### src/design/kct_pkg.sv
// Shared constants, types and fixed-point helpers for the 2D tracker.
// No dependencies; imported by every tracker module.
`default_nettype none

package kct_pkg;

	localparam int FRAC_BITS = 16;
	localparam int NUM_REGS  = 6;

	// Action codes
	localparam logic [1:0] ACT_INIT    = 2'd0;
	localparam logic [1:0] ACT_PREDICT = 2'd1;
	localparam logic [1:0] ACT_UPDATE  = 2'd2;

	// Register indexes
	localparam logic [2:0] REG_INIT_POS = 3'd0;
	localparam logic [2:0] REG_INIT_VEL = 3'd1;
	localparam logic [2:0] REG_PROC_POS = 3'd2;
	localparam logic [2:0] REG_PROC_VEL = 3'd3;
	localparam logic [2:0] REG_MEAS_X   = 3'd4;
	localparam logic [2:0] REG_MEAS_Y   = 3'd5;

	localparam logic signed [31:0] S32_MAX = 32'sh7FFF_FFFF;
	localparam logic signed [31:0] S32_MIN = 32'sh8000_0000;

	typedef struct packed {
		logic               start;
		logic signed [63:0] num;
		logic signed [63:0] den;
	} kct_div_req_t;

	typedef struct packed {
		logic               done;
		logic signed [31:0] quo;
	} kct_div_rsp_t;

	// Saturate a wide sum to 32 signed bits
	function automatic logic signed [31:0] sat32(input logic signed [65:0] v);
		if (v > 66'sd2147483647)
			return S32_MAX;
		else if (v < -66'sd2147483648)
			return S32_MIN;
		else
			return v[31:0];
	endfunction

	// Saturate symmetrically to +-(2^31-1)
	function automatic logic signed [31:0] satsym(input logic signed [32:0] v);
		if (v > 33'sd2147483647)
			return S32_MAX;
		else if (v < -33'sd2147483647)
			return -S32_MAX;
		else
			return v[31:0];
	endfunction

	// Round a raw product to nearest, ties toward plus infinity
	function automatic logic signed [63:0] mq(input logic signed [63:0] p);
		logic signed [63:0] s;
		s = p + (64'sd1 <<< (FRAC_BITS - 1));
		return s >>> FRAC_BITS;
	endfunction

	// Register value used as a signed quantity, clamped to the positive range
	function automatic logic signed [31:0] reg_val(input logic [31:0] r);
		return r[31] ? S32_MAX : signed'(r);
	endfunction

endpackage

`default_nettype wire

### src/design/kct_mul.sv
// Shared 32x32 signed multiplier with a registered full product.
// Depends on kct_pkg.
`default_nettype none

module kct_mul
	import kct_pkg::*;
(
	input  wire logic               clk,
	input  wire logic signed [31:0] a,
	input  wire logic signed [31:0] b,
	output logic signed [63:0]      prod
);

	logic signed [63:0] prod_q;

	// Register the exact product
	always_ff @(posedge clk) begin
		prod_q <= 64'(a) * 64'(b);
	end

	assign prod = prod_q;

endmodule

`default_nettype wire

### config.mk
export PLATFORM = sky130hd
export DESIGN_NAME = kct_mul
export DESIGN_NICKNAME = d
export VERILOG_FILES = /design/src/design/kct_pkg.sv /design/src/design/kct_mul.sv
export SDC_FILE = /design/constraint.sdc
export NUM_CORES = 2
export LEC_CHECK = 0
export BUFFER_PORTS_ARGS = -buffer_cell sky130_fd_sc_hd__buf_2
export CAP_MARGIN = 20
export CORE_ASPECT_RATIO = 1.75
export CORE_MARGIN = 3
export CORE_UTILIZATION = 50
export CTS_CLUSTER_DIAMETER = 30
export DETAILED_ROUTE_END_ITERATION = 12
export PLACE_DENSITY = 0.8
export SKIP_CTS_REPAIR_TIMING = 1
export SLEW_MARGIN = 5
export SYNTH_ARGS = -nofsm -noshare
export SYNTH_HDL_FRONTEND = slang
export SYNTH_SLANG_ARGS = --single-unit
### constraint.sdc
create_clock -name clk -period 8.6 [get_ports clk]
set_input_delay 1.29 -clock clk [delete_from_list [all_inputs] [get_ports clk]]
set_output_delay 1.29 -clock clk [all_outputs]
set_load 0.005 [all_outputs]
## Yosys cells after proc, flatten, opt, wreduce, memory -nomap -nowiden

Index checks and enable logic that the tools add are counted.

- Register bits after elaboration: 64
- Output and inout port bits: 64
- Word-level logic and storage cells: 2

- Multipliers: 1

Operators by type and width:

| kind | count |
|---|---|
| $mul A32 B32 Y64 | 1 |

## Longest topological paths before layout

- Depth after elaboration: 1
- Mapped depth: 28

## Worst setup path before layout

OpenSTA, ideal clock, no wires.

- Path kind: in2reg
- Start: input b[2]
- End: register prod_q[62] (netlist: prod[62])
- Library setup time: 72 ps
- Arrival: 8479 ps
- Required time: 8528 ps
- Path slack: 49 ps
- Stages on the path: 24
- Path through: clkbuf_1 nand2_1 inv_1 fa_1 fa_1 fa_1 fa_1 inv_1 fa_1 inv_1 fa_1 inv_1 fa_1 inv_1 fa_1 ha_1 and3_1 nand2_1 or3_1 o22a_1 o211ai_1 a31oi_1 o31ai_1 xor2_1

- Longest elaborated chain between the ends: 1

Ends and longest elaborated chain:

| element | RTL line | RTL |
|---|---|---|
| from (decl) | kct_mul.sv:10 | `input wire logic signed [31:0] b,` |
| $mul A32 B32 Y64 | kct_mul.sv:18 | `prod_q <= 64'(a) * 64'(b);` |
| to (signal assigned) | kct_mul.sv:18 |  |
| to (decl) | kct_mul.sv:14 | `logic signed [63:0] prod_q;` |

Every way passes these cells.

## Final worst setup path

- Start: input a[12]
- End: register prod_q[61] (netlist: prod[61])

- Longest elaborated chain between the ends: 1

Ends and longest elaborated chain:

| element | RTL line | RTL |
|---|---|---|
| from (decl) | kct_mul.sv:9 | `input wire logic signed [31:0] a,` |
| $mul A32 B32 Y64 | kct_mul.sv:18 |  |

Every way passes these cells.

==> metrics list <==
* GRT Util Overall: 0.294
- CTS buffer count: 9
* Floorplan row count: 131
- Count of final max-slew check failures: 0
- Setup repair after global routing left no endpoint under its margin.
- Dividing the detail-routed via count by the number of cells gives 5.43.
- Of all nets on the critical path, the largest fanout is 10.
* DRC violation total after the first TritonRoute iteration: 1659
* Final period demand of the worst path: 8.34 ns
- Cells on Worst Hold Path: 3
- Number of flip-flops under the largest register name: 64
* FF+latch count, synth: 64
- I/O pin cnt: 129
- In this run the number of cells on the critical path is 26.
- Dominant cell by count in the synthesized netlist: fa_1
* Met3 wire length: 5500 um
- Startpoint of the worst setup timing path: a[12]
* CP arrival: 8.67 ns
- Gp weighted congestion: 0.942
- In the synthesized netlist, the cells that appear most often are 1082 x fa_1, 952 x inv_1, 516 x and2_1.
* Setup violation total in the final timing report: 0
- The worst hold path belongs to the class in2reg.
- Data required time at the worst endpoint: 8.93 ns
* Cell types with the largest area share after synthesis: fa_1 58%, inv_1 9.6%, and2_1 8.7%
- Worst setup EP type: flop
* Area growth syn-to-layout: 14.0%
* Cell taking the most area after synthesis: fa_1
- Syn Area/Cell: 9.59 sq um
- Fraction of final layout cells sized beyond drive strength 1: 0.142
* Number of search-and-repair iterations in the first detailed-routing pass: 9
* Setup Crit Path Kind: in2reg
- The number of global-route vias before repair came to 33100.
- Clock-pin slew was measured on the worst setup and hold paths at 0.09 ns.
- Met2 Wirelength: 58600 um
- The synthesized netlist occupies a cell area of 0.0372 sq mm.
- For this run, the number of Yosys warnings is 0.
* Number of H-tree branching levels: 3
- Result of the run: finished clean
* Final routed wirelength across all metal layers: 109000 um
* Number of buffers on the longest clock path: 2
- Number of buffers inserted by port buffering: 128
- For this configuration, the core starts out at a cell density of 0.507.
* Number of flops mapped to enable cells by yosys: 0
- The number of nets handed over by synthesis was 5215.
* Mapped Cells: 3884
- Clock tree synthesis selected as its root buffer the cell clkbuf_16.
- The count of endpoints failing hold in the final timing report is 0.
- Routed vias: 28200
- After detailed routing, the number of remaining DRC violations is 0.
- Part of the Yosys area used for sequential elements: 0.0344
- Critical Path End: prod[61]
- Entering global routing, the biggest net connects 25 pins.
* Async S/R FF share, synth: 0
* Overflow left after global routing: 0
* Crit-path max cell delay: 0.59 ns
- In this run, distinct cell masters in the synthesized netlist total 63.
* Hold Startpoint: b[0]
- For this design, the slowest cell found on the critical path is fa_1.
- STA classifies the critical path startpoint as an input port.
- The wire-length estimate of the detail-placed layout is 96300 um.
- The most used flip-flop cell after synthesis is dfxtp_1.
- # fillers: 5988
- DR top layer: met5
* Number of nets in the finished design: 5584
- The first global-routing pass estimated 172000 um of wire.
- Among cell families on the critical path, the largest total delay comes from adder cells.
- Max-Slew Margin vs Limit: 0.396
- Dividing the detail-routed wire length by the instance count gives 20.9 um.
* Max Clk Rate: 120 MHz
- Adding up every negative setup slack in the final design gives 0 ns.
* Max_cap viols: 0
- The count of nets left with antenna violations once routing finished came out at 0.
* Post-route cell area: 0.0424 sq mm
* Clock tree from TritonCTS: built
- For this block, wires on met1 add up to 30200 um.
- Slew at the pin closest to its max-slew limit: 0.899 ns
- The number of antenna violations at the first check in global routing came to 9.
* Horizontal die dimension: 212 um
- Placed cell areas: 0.0420 sq mm
- The clock net in this run drives a total of 64 sinks.
- Vert. Die Dim: 367 um
* Share of the clock period used by the worst path: 0.969
- Counting both buffers and inverters, the worst setup path holds a total of 7.
- Most used cell, CP: fa_1
- Core region area: 0.0734 sq mm
* Total die area: 0.0779 sq mm
- Share of the synthesized area in the top cell type: 0.582
==> tightest hold or removal path, delay by kind of cell <==
family | cells | cell delay, ns
AND/OR/NAND/NOR | 1 | 0.15
buffers and inverters | 2 | 0.34
==> area by class of cell <==
type	instances	area (sq um)	share of cell area
Sequential cell	64	1280	0.0302
Clock buffer	9	225	0.00531
Multi-Input combinational cell	2668	31700	0.746
Antenna cell	7	17.5	0.000413
Clock inverter	7	80.1	0.00189
Tap cell	931	1160	0.0274
Timing Repair Buffer	558	4420	0.104
Inverter	952	3570	0.0842
==> worst min path at each step <==
stage	to	slack, ns
detailed placement	prod[14]	1.67
CTS	prod[0]	1.39
global route	prod[0]	1.42
floorplan	prod[0]	1.42
global placement	prod[10]	1.67
finish	prod[0]	1.42
==> cells by family after synthesis <==
logic type / Yosys count / synth area share
adders and majority gates: 1266 / 0.643
buffers and inverters: 1152 / 0.116
and+or+nand+nor: 1134 / 0.154
AOI/OAI and AO/OA: 193 / 0.0346
xor gates and xnor gates: 75 / 0.0176
DFF: 64 / 0.0344
==> cell usage in the layout, fill, tap and decap left out, types with 53 or more instances in the layout <==
cell,instances
dfxtp_1,64
buf_4,389
inv_1,952
xnor2_1,53
a21oi_1,67
ha_1,183
nand2_1,511
buf_2,116
and2_1,516
fa_1,1081
==> metal layers <==
layer | track usage | vias to the layer above
li1 | - | 11800
met5 | 0 | -
met2 | 0.529 | 1182
met3 | 0.0467 | 618
met1 | 0.266 | 14600
met4 | 0.301 | 2
==> through the flow <==
step / worst slack [ns] / std cells / util / hold WS, ns
after floorplan: 0.0492 / 3884 / - / 1.42
after global placement: -0.390 / 5173 / 0.572 / 1.67
after detailed placement: -0.536 / 5173 / 0.572 / 1.67
after CTS: -0.127 / 5189 / 0.577 / 1.39
after global routing: 0.00243 / 5189 / 0.578 / 1.42
final: 0.265 / 5196 / 0.578 / 1.42
Power is left out: the tool's default activity adds up to more than one toggle a clock period on the data nets, which glitch-free logic cannot reach.
