===== config.mk =====
export PLATFORM = sky130hd
export DESIGN_NAME = kct_div
export DESIGN_NICKNAME = d
export VERILOG_FILES = /design/src/design/kct_pkg.sv /design/src/design/kct_div.sv
export SDC_FILE = /design/constraint.sdc
export NUM_CORES = 1
export LEC_CHECK = 0
export CAP_MARGIN = 40
export CORE_UTILIZATION = 45
export CTS_CLUSTER_DIAMETER = 40
export DETAILED_ROUTE_END_ITERATION = 12
export DONT_BUFFER_PORTS = 1
export PLACE_DENSITY = 0.58
export SLEW_MARGIN = 5
export SYNTH_ARGS = -nofsm -noshare
export SYNTH_HDL_FRONTEND = slang
export SYNTH_SLANG_ARGS = --single-unit

===== constraint.sdc =====
create_clock -name clk -period 5.7 [get_ports clk]
set_input_delay 1.14 -clock clk [delete_from_list [all_inputs] [get_ports clk]]
set_output_delay 1.14 -clock clk [all_outputs]
set_load 0.01 [all_outputs]

===== src/design/kct_pkg.sv =====
// Shared constants, types and fixed-point helpers for the 2D tracker.
// No dependencies; imported by every tracker module.
`default_nettype none

package kct_pkg;

	localparam int FRAC_BITS = 16;
	localparam int NUM_REGS  = 6;

	// Action codes
	localparam logic [1:0] ACT_INIT    = 2'd0;
	localparam logic [1:0] ACT_PREDICT = 2'd1;
	localparam logic [1:0] ACT_UPDATE  = 2'd2;

	// Register indexes
	localparam logic [2:0] REG_INIT_POS = 3'd0;
	localparam logic [2:0] REG_INIT_VEL = 3'd1;
	localparam logic [2:0] REG_PROC_POS = 3'd2;
	localparam logic [2:0] REG_PROC_VEL = 3'd3;
	localparam logic [2:0] REG_MEAS_X   = 3'd4;
	localparam logic [2:0] REG_MEAS_Y   = 3'd5;

	localparam logic signed [31:0] S32_MAX = 32'sh7FFF_FFFF;
	localparam logic signed [31:0] S32_MIN = 32'sh8000_0000;

	typedef struct packed {
		logic               start;
		logic signed [63:0] num;
		logic signed [63:0] den;
	} kct_div_req_t;

	typedef struct packed {
		logic               done;
		logic signed [31:0] quo;
	} kct_div_rsp_t;

	// Saturate a wide sum to 32 signed bits
	function automatic logic signed [31:0] sat32(input logic signed [65:0] v);
		if (v > 66'sd2147483647)
			return S32_MAX;
		else if (v < -66'sd2147483648)
			return S32_MIN;
		else
			return v[31:0];
	endfunction

	// Saturate symmetrically to +-(2^31-1)
	function automatic logic signed [31:0] satsym(input logic signed [32:0] v);
		if (v > 33'sd2147483647)
			return S32_MAX;
		else if (v < -33'sd2147483647)
			return -S32_MAX;
		else
			return v[31:0];
	endfunction

	// Round a raw product to nearest, ties toward plus infinity
	function automatic logic signed [63:0] mq(input logic signed [63:0] p);
		logic signed [63:0] s;
		s = p + (64'sd1 <<< (FRAC_BITS - 1));
		return s >>> FRAC_BITS;
	endfunction

	// Register value used as a signed quantity, clamped to the positive range
	function automatic logic signed [31:0] reg_val(input logic [31:0] r);
		return r[31] ? S32_MAX : signed'(r);
	endfunction

endpackage

`default_nettype wire


===== src/design/kct_div.sv =====
// Bit-serial restoring divider for the gain: round(n * 2^F / d), saturated.
// Depends on kct_pkg; one quotient bit per cycle, one division at a time.
`default_nettype none

module kct_div
	import kct_pkg::*;
(
	input  wire logic         clk,
	input  wire logic         arst_n,
	input  wire kct_div_req_t req,
	output kct_div_rsp_t      rsp
);

	typedef enum logic [1:0] {D_IDLE, D_CHK, D_RUN, D_END} dstate_t;

	dstate_t     state_q;
	logic        neg_q;
	logic        ovf_q;
	logic [63:0] nm_q;
	logic [63:0] dm_q;
	logic [64:0] rem_q;
	logic [31:0] sh_q;
	logic [31:0] quo_q;
	logic [5:0]  cnt_q;

	logic [95:0] num_w;
	logic [95:0] lim_w;
	logic [64:0] rem_sh;
	logic [32:0] q_rnd;
	logic [31:0] q_neg;

	assign num_w  = 96'(nm_q) << (FRAC_BITS + 1);
	assign lim_w  = 96'(dm_q) << (31 - FRAC_BITS);
	assign rem_sh = {rem_q[63:0], sh_q[31]};
	assign q_rnd  = (33'(quo_q) + 33'd1) >> 1;
	assign q_neg  = ~q_rnd[31:0] + 32'd1;

	// Sequence the division
	always_ff @(posedge clk or negedge arst_n) begin
		if (!arst_n) begin
			state_q <= D_IDLE;
			cnt_q   <= '0;
		end else begin
			unique case (state_q)
				D_IDLE: begin
					if (req.start) begin
						neg_q   <= req.num[63] ^ req.den[63];
						nm_q    <= req.num[63] ? 64'(-req.num) : req.num;
						dm_q    <= req.den[63] ? 64'(-req.den) : req.den;
						state_q <= D_CHK;
					end
				end
				D_CHK: begin
					ovf_q   <= num_w[95:0] >= (lim_w << (FRAC_BITS + 1));
					rem_q   <= {1'b0, num_w[95:32]};
					sh_q    <= num_w[31:0];
					quo_q   <= '0;
					cnt_q   <= '0;
					state_q <= ((96'(nm_q)) >= lim_w) ? D_END : D_RUN;
				end
				D_RUN: begin
					if (rem_sh >= {1'b0, dm_q}) begin
						rem_q <= rem_sh - {1'b0, dm_q};
						quo_q <= {quo_q[30:0], 1'b1};
					end else begin
						rem_q <= rem_sh;
						quo_q <= {quo_q[30:0], 1'b0};
					end
					sh_q  <= {sh_q[30:0], 1'b0};
					cnt_q <= cnt_q + 6'd1;
					if (cnt_q == 6'd31)
						state_q <= D_END;
				end
				D_END: begin
					state_q <= D_IDLE;
				end
				default: state_q <= D_IDLE;
			endcase
		end
	end

	// Form the rounded, saturated quotient
	always_comb begin
		rsp.done = (state_q == D_END);
		if (ovf_q)
			rsp.quo = neg_q ? S32_MIN : S32_MAX;
		else if (!neg_q)
			rsp.quo = (q_rnd[32:31] != 2'b00) ? S32_MAX : signed'(q_rnd[31:0]);
		else
			rsp.quo = signed'(q_neg);
	end

endmodule

`default_nettype wire


# After elaboration in Yosys (flattened, before gate mapping)
# Cells that the tools add are included.
totals:
  elab_cells: 50
  output_inout_bits: 33
  register_bits: 266
  inputBits: 131
op_classes:
  n_bitwise: 2
  muxes: 16
  order_cmp: 3
  n_reduce_logical: 6
  addsub: 6
  n_eq_ne: 6
op_table:
  columns: ["operator", "count"]
  rows:
  - ["64-bit negation", 2]
  - ["32-bit one-hot mux with 2 select lines", 2]
  - ["64-bit one-hot mux with 2 select lines", 1]
  - ["63-bit two-way mux", 2]
  - ["81-bit by 96-bit >= comparator with 1-bit output", 1]
  - ["32-bit two-way mux", 3]
  - ["64-bit by 79-bit >= comparator with 1-bit output", 1]
  - ["65-bit by 64-bit >= comparator with 1-bit output", 1]
  - ["64-bit two-way mux", 1]
  - ["64-bit subtractor", 1]
  - ["32-bit by 1-bit adder with 33-bit output, second input constant", 1]
  - ["32-bit by 1-bit adder with 32-bit output, second input constant", 1]
  - ["32-bit inverter", 1]
  - ["31-bit two-way mux", 1]
  - ["6-bit one-hot mux with 2 select lines", 1]
  - ["2-bit one-hot mux with 4 select lines", 1]
  - ["6-bit by 1-bit adder with 6-bit output, second input constant", 1]
  - ["6-bit by 5-bit equality test with 1-bit output, second input constant", 1]
  - ["2-bit AND reduction", 3]
  - ["2-bit equality test, second input constant", 2]
  - ["2-bit two-way mux", 2]
  - ["2-bit != test, second input constant", 2]
  - ["3-bit AND reduction", 1]
  - ["2-bit by 1-bit equality test with 1-bit output, second input constant", 1]
  - ["4 further kinds", 5]

# Logic depth before layout (Yosys ltp)
logic_depth:
  ltp_word: 5
  depth_mapped: 15
  mapped_depth_nobuf: 14

# Least setup slack after synthesis
# No wires, ideal clock.
synth_path:
  path_kind: "input -> register"
  from: "input port req[128] (netlist name)"
  to: "register dm_q[0] (enable)"
  setup_slack_ns: 1.034
  n_path_buf: 0
  t_arrival_ns: 4.162
  cell_stages: 1
  setup_time_ns: 0.504
  path_cell_list: "and3_1"
synth_between:
  elab_chain_cells: 1
synth_lines:
  columns: ["element", "line", "text"]
  rows:
  - ["start: declaration", "kct_div.sv:10", "input wire kct_div_req_t req,"]
  - ["3-bit AND reduction (no line)", null, null]
  - ["end signal: assignment", "kct_div.sv:49", "dm_q <= req.den[63] ? 64'(-req.den) : req.den;"]
  - ["end: declaration", "kct_div.sv:20", "logic [63:0] dm_q;"]
# Every way passes these cells.
# A chain may end at the register's enable or synchronous reset.

==> results by group <==
Status
  – Outcome: finished, final reports clean

Routing
  – Iter 0 DRT Violations: approximately 1300
  – DRT Pass-1 Iters: 5
  – Routed via count: 16000
  – DR DRC count: 0
  – Vias per cell: ~6
  – Final WL: approximately 53000 microns
  – Wire length per cell: 20.0 microns
  – Antenna-violating nets left: 0

Layout
  – Finished Layout Cells: 2656
  – Util after Layout: 0.506
  – Share of layout cells above drive strength 1: 0.0765
  – N_diodes: 0
  – Area added between synthesis and finish: 10.2%
  – Number of fillers in the final layout: 3824
  – Fin nets: 2338
  – Design Area, Final: 21300 sq um

Yosys
  – Yosys warnings: 0
  – Number of synthesized flops with an enable pin: 241
  – Async set-or-reset flop fraction in the synthesized netlist: 0.0321
  – Register area share after synthesis: 0.384
  – Dominant synthesized flop cell: edfxtp_1
  – Mapped cell area: 19400 sq um
  – Cells after Synth: 2115
  – Number of synthesized register bits: 249
  – Avg Cell Area, Syn: 9.15 sq um
  – Netlist cell types: 81
  – Syn_nets: 2370

Global routing
  – Largest net degree at the start of global routing: 72
  – GRT overflow: 0
  – First-pass GRT wire length: 83700 microns
  – Initial antenna violation count: 0
  – Gr usage total: 0.241
  – Vias in the first global route: 15300

Clocking
  – TritonCTS clock tree: done
  – CTS sink count: roughly 250
  – Cts bufs inserted: 42
  – H-tree depth: 2
  – Clock Path Buffers: 3
  – Root Driver: clkbuf_16
  – Clock latency on the worst-skew pair: 0.57 ns
  – Clk pin slew, worst setup/hold paths: 0.05 ns
  – # hold bufs at CTS: 0

Pwr
  – Sequential power share: 0.294
  – Leakage: approximately 8.0 nW
  – VDD IR-drop max: 0.271 mV
  – Final Power: 10.5 mW
  – Pwr per Cell Area: between 400 and 500 nW/um^2
  – Clock power frac: 0.243
  – Net Switching: 4.34 mW
  – Gate power share: 0.463
  – P_int: just over 6 mW
  – Switching Share: 0.414

STA
  – Max-slew headroom: 0.413
  – Final setup margin: 0.411 ns
  – WHS: approximately 0.29 ns
  – RSZ-0062 raised after global routing: no
  – Final Max Tran Viols: 0
  – Slew at the pin with the worst max-slew slack: 0.879 ns
  – Final setup fails: 0
  – Setup tns final: 0 ns
  – Final Skew: 0.0326 ns
  – Final number of hold-violating endpoints: 0
  – Final critical-path share of the clock period: 0.928
  – Fmax: 0.189 GHz
  – Post-layout min period: 5.29 ns

Placement
  – Setup slack at placement: 0.796 ns
  – GP Congestion: 0.893
  – DP Cell Count: 2575
  – Estimated wirelength of the detail-placed design: 40700 microns
  – Placement Cell Area: 19900 sq um
  – Buffers added on ports: 0

Critical path
  – Critical Path End: rsp[30]
  – R2R setup slack: roughly 1.3 ns
  – Worst r2r dst: rem_q[10]$_DFFE_PP_
  – Worst setup startpoint: quo_q[0]$_SDFFCE_PN0P_
  – Critical path class: reg -> out
  – Worst EP required: 4.56 ns
  – RR Startpoint: rem_q[9]$_DFFE_PP_
  – Startpoint Class: flop
  – Crit path DAT: 4.15 ns
  – Critical path endpoint category: output pin
  – Worst reg2reg path depth: 11
  – Critical path peak fanout: 14

Min path
  – Hold WC Path Type: in -> async

Floorplanning
  – Num rows: 75
  – # IOs: between 150 and 200
  – Area of the die: 43800 sq um
  – Width of the chip: 209 microns
  – Starting Density: 0.459
  – Die boundary height: 209 microns
  – Core Region: around 42000 sq um

Job
  – Maxcap violations: 0
-- cell type report --
class                   instances  area, sq um  area share
multi-input cells            1657        11200       0.524
flip-flops and latches        249         7440       0.349
repair buffers                 21          196     0.00921
inverters                     112          420      0.0197
well taps                     539          674      0.0316
clock inverters                31          343      0.0161
clock buffers                  47         1080      0.0506
-- logic make-up (layout without fill, tap and decap cells) --
family / count (synthesis) / count (layout) / share of synthesized area
compound gates: 555 / 555 / 0.189
xor+xnor: 207 / 207 / 0.0937
fa+ha+maj: 124 / 124 / 0.0806
buf+inv: 209 / 211 / 0.0407
flops: 249 / 249 / 0.384
mux: 33 / 33 / 0.0186
simple gates: 738 / 738 / 0.193
-- cells in the final DEF (no fill, tap or decap), types with 20 or more instances in the layout --
master     Yosys  layout
nand2_1      247     247
inv_1        110     110
and3_1        21      20
xnor2_1      170     170
a31oi_1       63      63
nand4_1       46      46
or4_1         21      21
o41ai_1       21      21
nand3_1       53      52
nor4_1        32      31
mux2_2        24      24
o31ai_1       45      45
ha_1         123     122
nor3_1        33      31
and2_1        40      39
xor2_1        37      37
a21oi_1      115     115
edfxtp_1     241     241
o21ai_0      105     105
a21o_1        68      68
clkbuf_16      0      42
nor2_1       134     134
-- synth_stat cells, types with 40 or more instances --
library cell | count | area (sq um)
nand2_1 | 247 | 927
edfxtp_1 | 241 | 7240
xnor2_1 | 170 | 1490
nor2_1 | 134 | 503
ha_1 | 123 | 1540
a21oi_1 | 115 | 576
inv_1 | 110 | 413
o21ai_0 | 105 | 526
clkbuf_1 | 88 | 330
a21o_1 | 68 | 510
a31oi_1 | 63 | 394
nand3_1 | 53 | 265
nand4_1 | 46 | 288
o31ai_1 | 45 | 338
and2_1 | 40 | 250
-- flip-flops by register name, summed over array words and instances (netlist names) --
signal   count
rem_q       64
state_q      2
cnt_q        6
sh_q        15
ovf_q        1
quo_q       32
neg_q        1
nm_q        64
dm_q        64
-- per-layer routing --
metal,track usage,routed length (microns),share of wire,vias up
li1,-,-,-,7811
met1,0.352,25400,0.48,7510
met2,0.351,22000,0.41,563
met3,0.0605,4310,0.081,78
met4,0.0680,1240,0.023,0
met5,0,0,0,-
-- timing repair --
| action | CTS | global route |
|---|---|---|
| setup endpoints to repair | 0 | 7 |
| setup buffers | 0 | 3 |
| gates resized for setup | 0 | 6 |
| endpoints found under the hold margin | 0 | 0 |
-- worst max-delay path, stage by stage, from the launching register on --
cell	delay (ns)
edfxtp_1	0.44
ha_1	0.29
and2_1	0.22
nand3_1	0.32
nor4_1	0.62
nand4_1	0.23
nor2_1	0.25
or2_2	0.32
nor2_1	0.18
buf_6	0.21
a31o_2	0.21
a21oi_1	0.29
-- power by group through the flow --
| stage | combinational [mW] | clock (mW) | sequential, mW |
|---|---|---|---|
| detailed placement | 4.78 | 0 | 3.11 |
| finish | 4.87 | 2.55 | 3.09 |
| CTS | 4.82 | 2.60 | 3.08 |
| global route | 5.39 | 2.67 | 3.15 |
| floorplan | 3.67 | 0 | 3.02 |
| global placement | 4.75 | 0 | 3.10 |
-- worst min-delay path by stage --
stage	startpoint	end	cells after the start
final	arst_n	state_q[1]$_DFFE_PN0P_	0
after global routing	arst_n	cnt_q[1]$_DFFE_PN0N_	0
after CTS	arst_n	cnt_q[1]$_DFFE_PN0N_	0
after detailed placement	cnt_q[0]$_DFFE_PN0N_	cnt_q[0]$_DFFE_PN0N_	1
after global placement	cnt_q[0]$_DFFE_PN0N_	cnt_q[0]$_DFFE_PN0N_	1
after floorplan	cnt_q[0]$_DFFE_PN0N_	cnt_q[0]$_DFFE_PN0N_	1
Power figures use the tool's default switching activity.
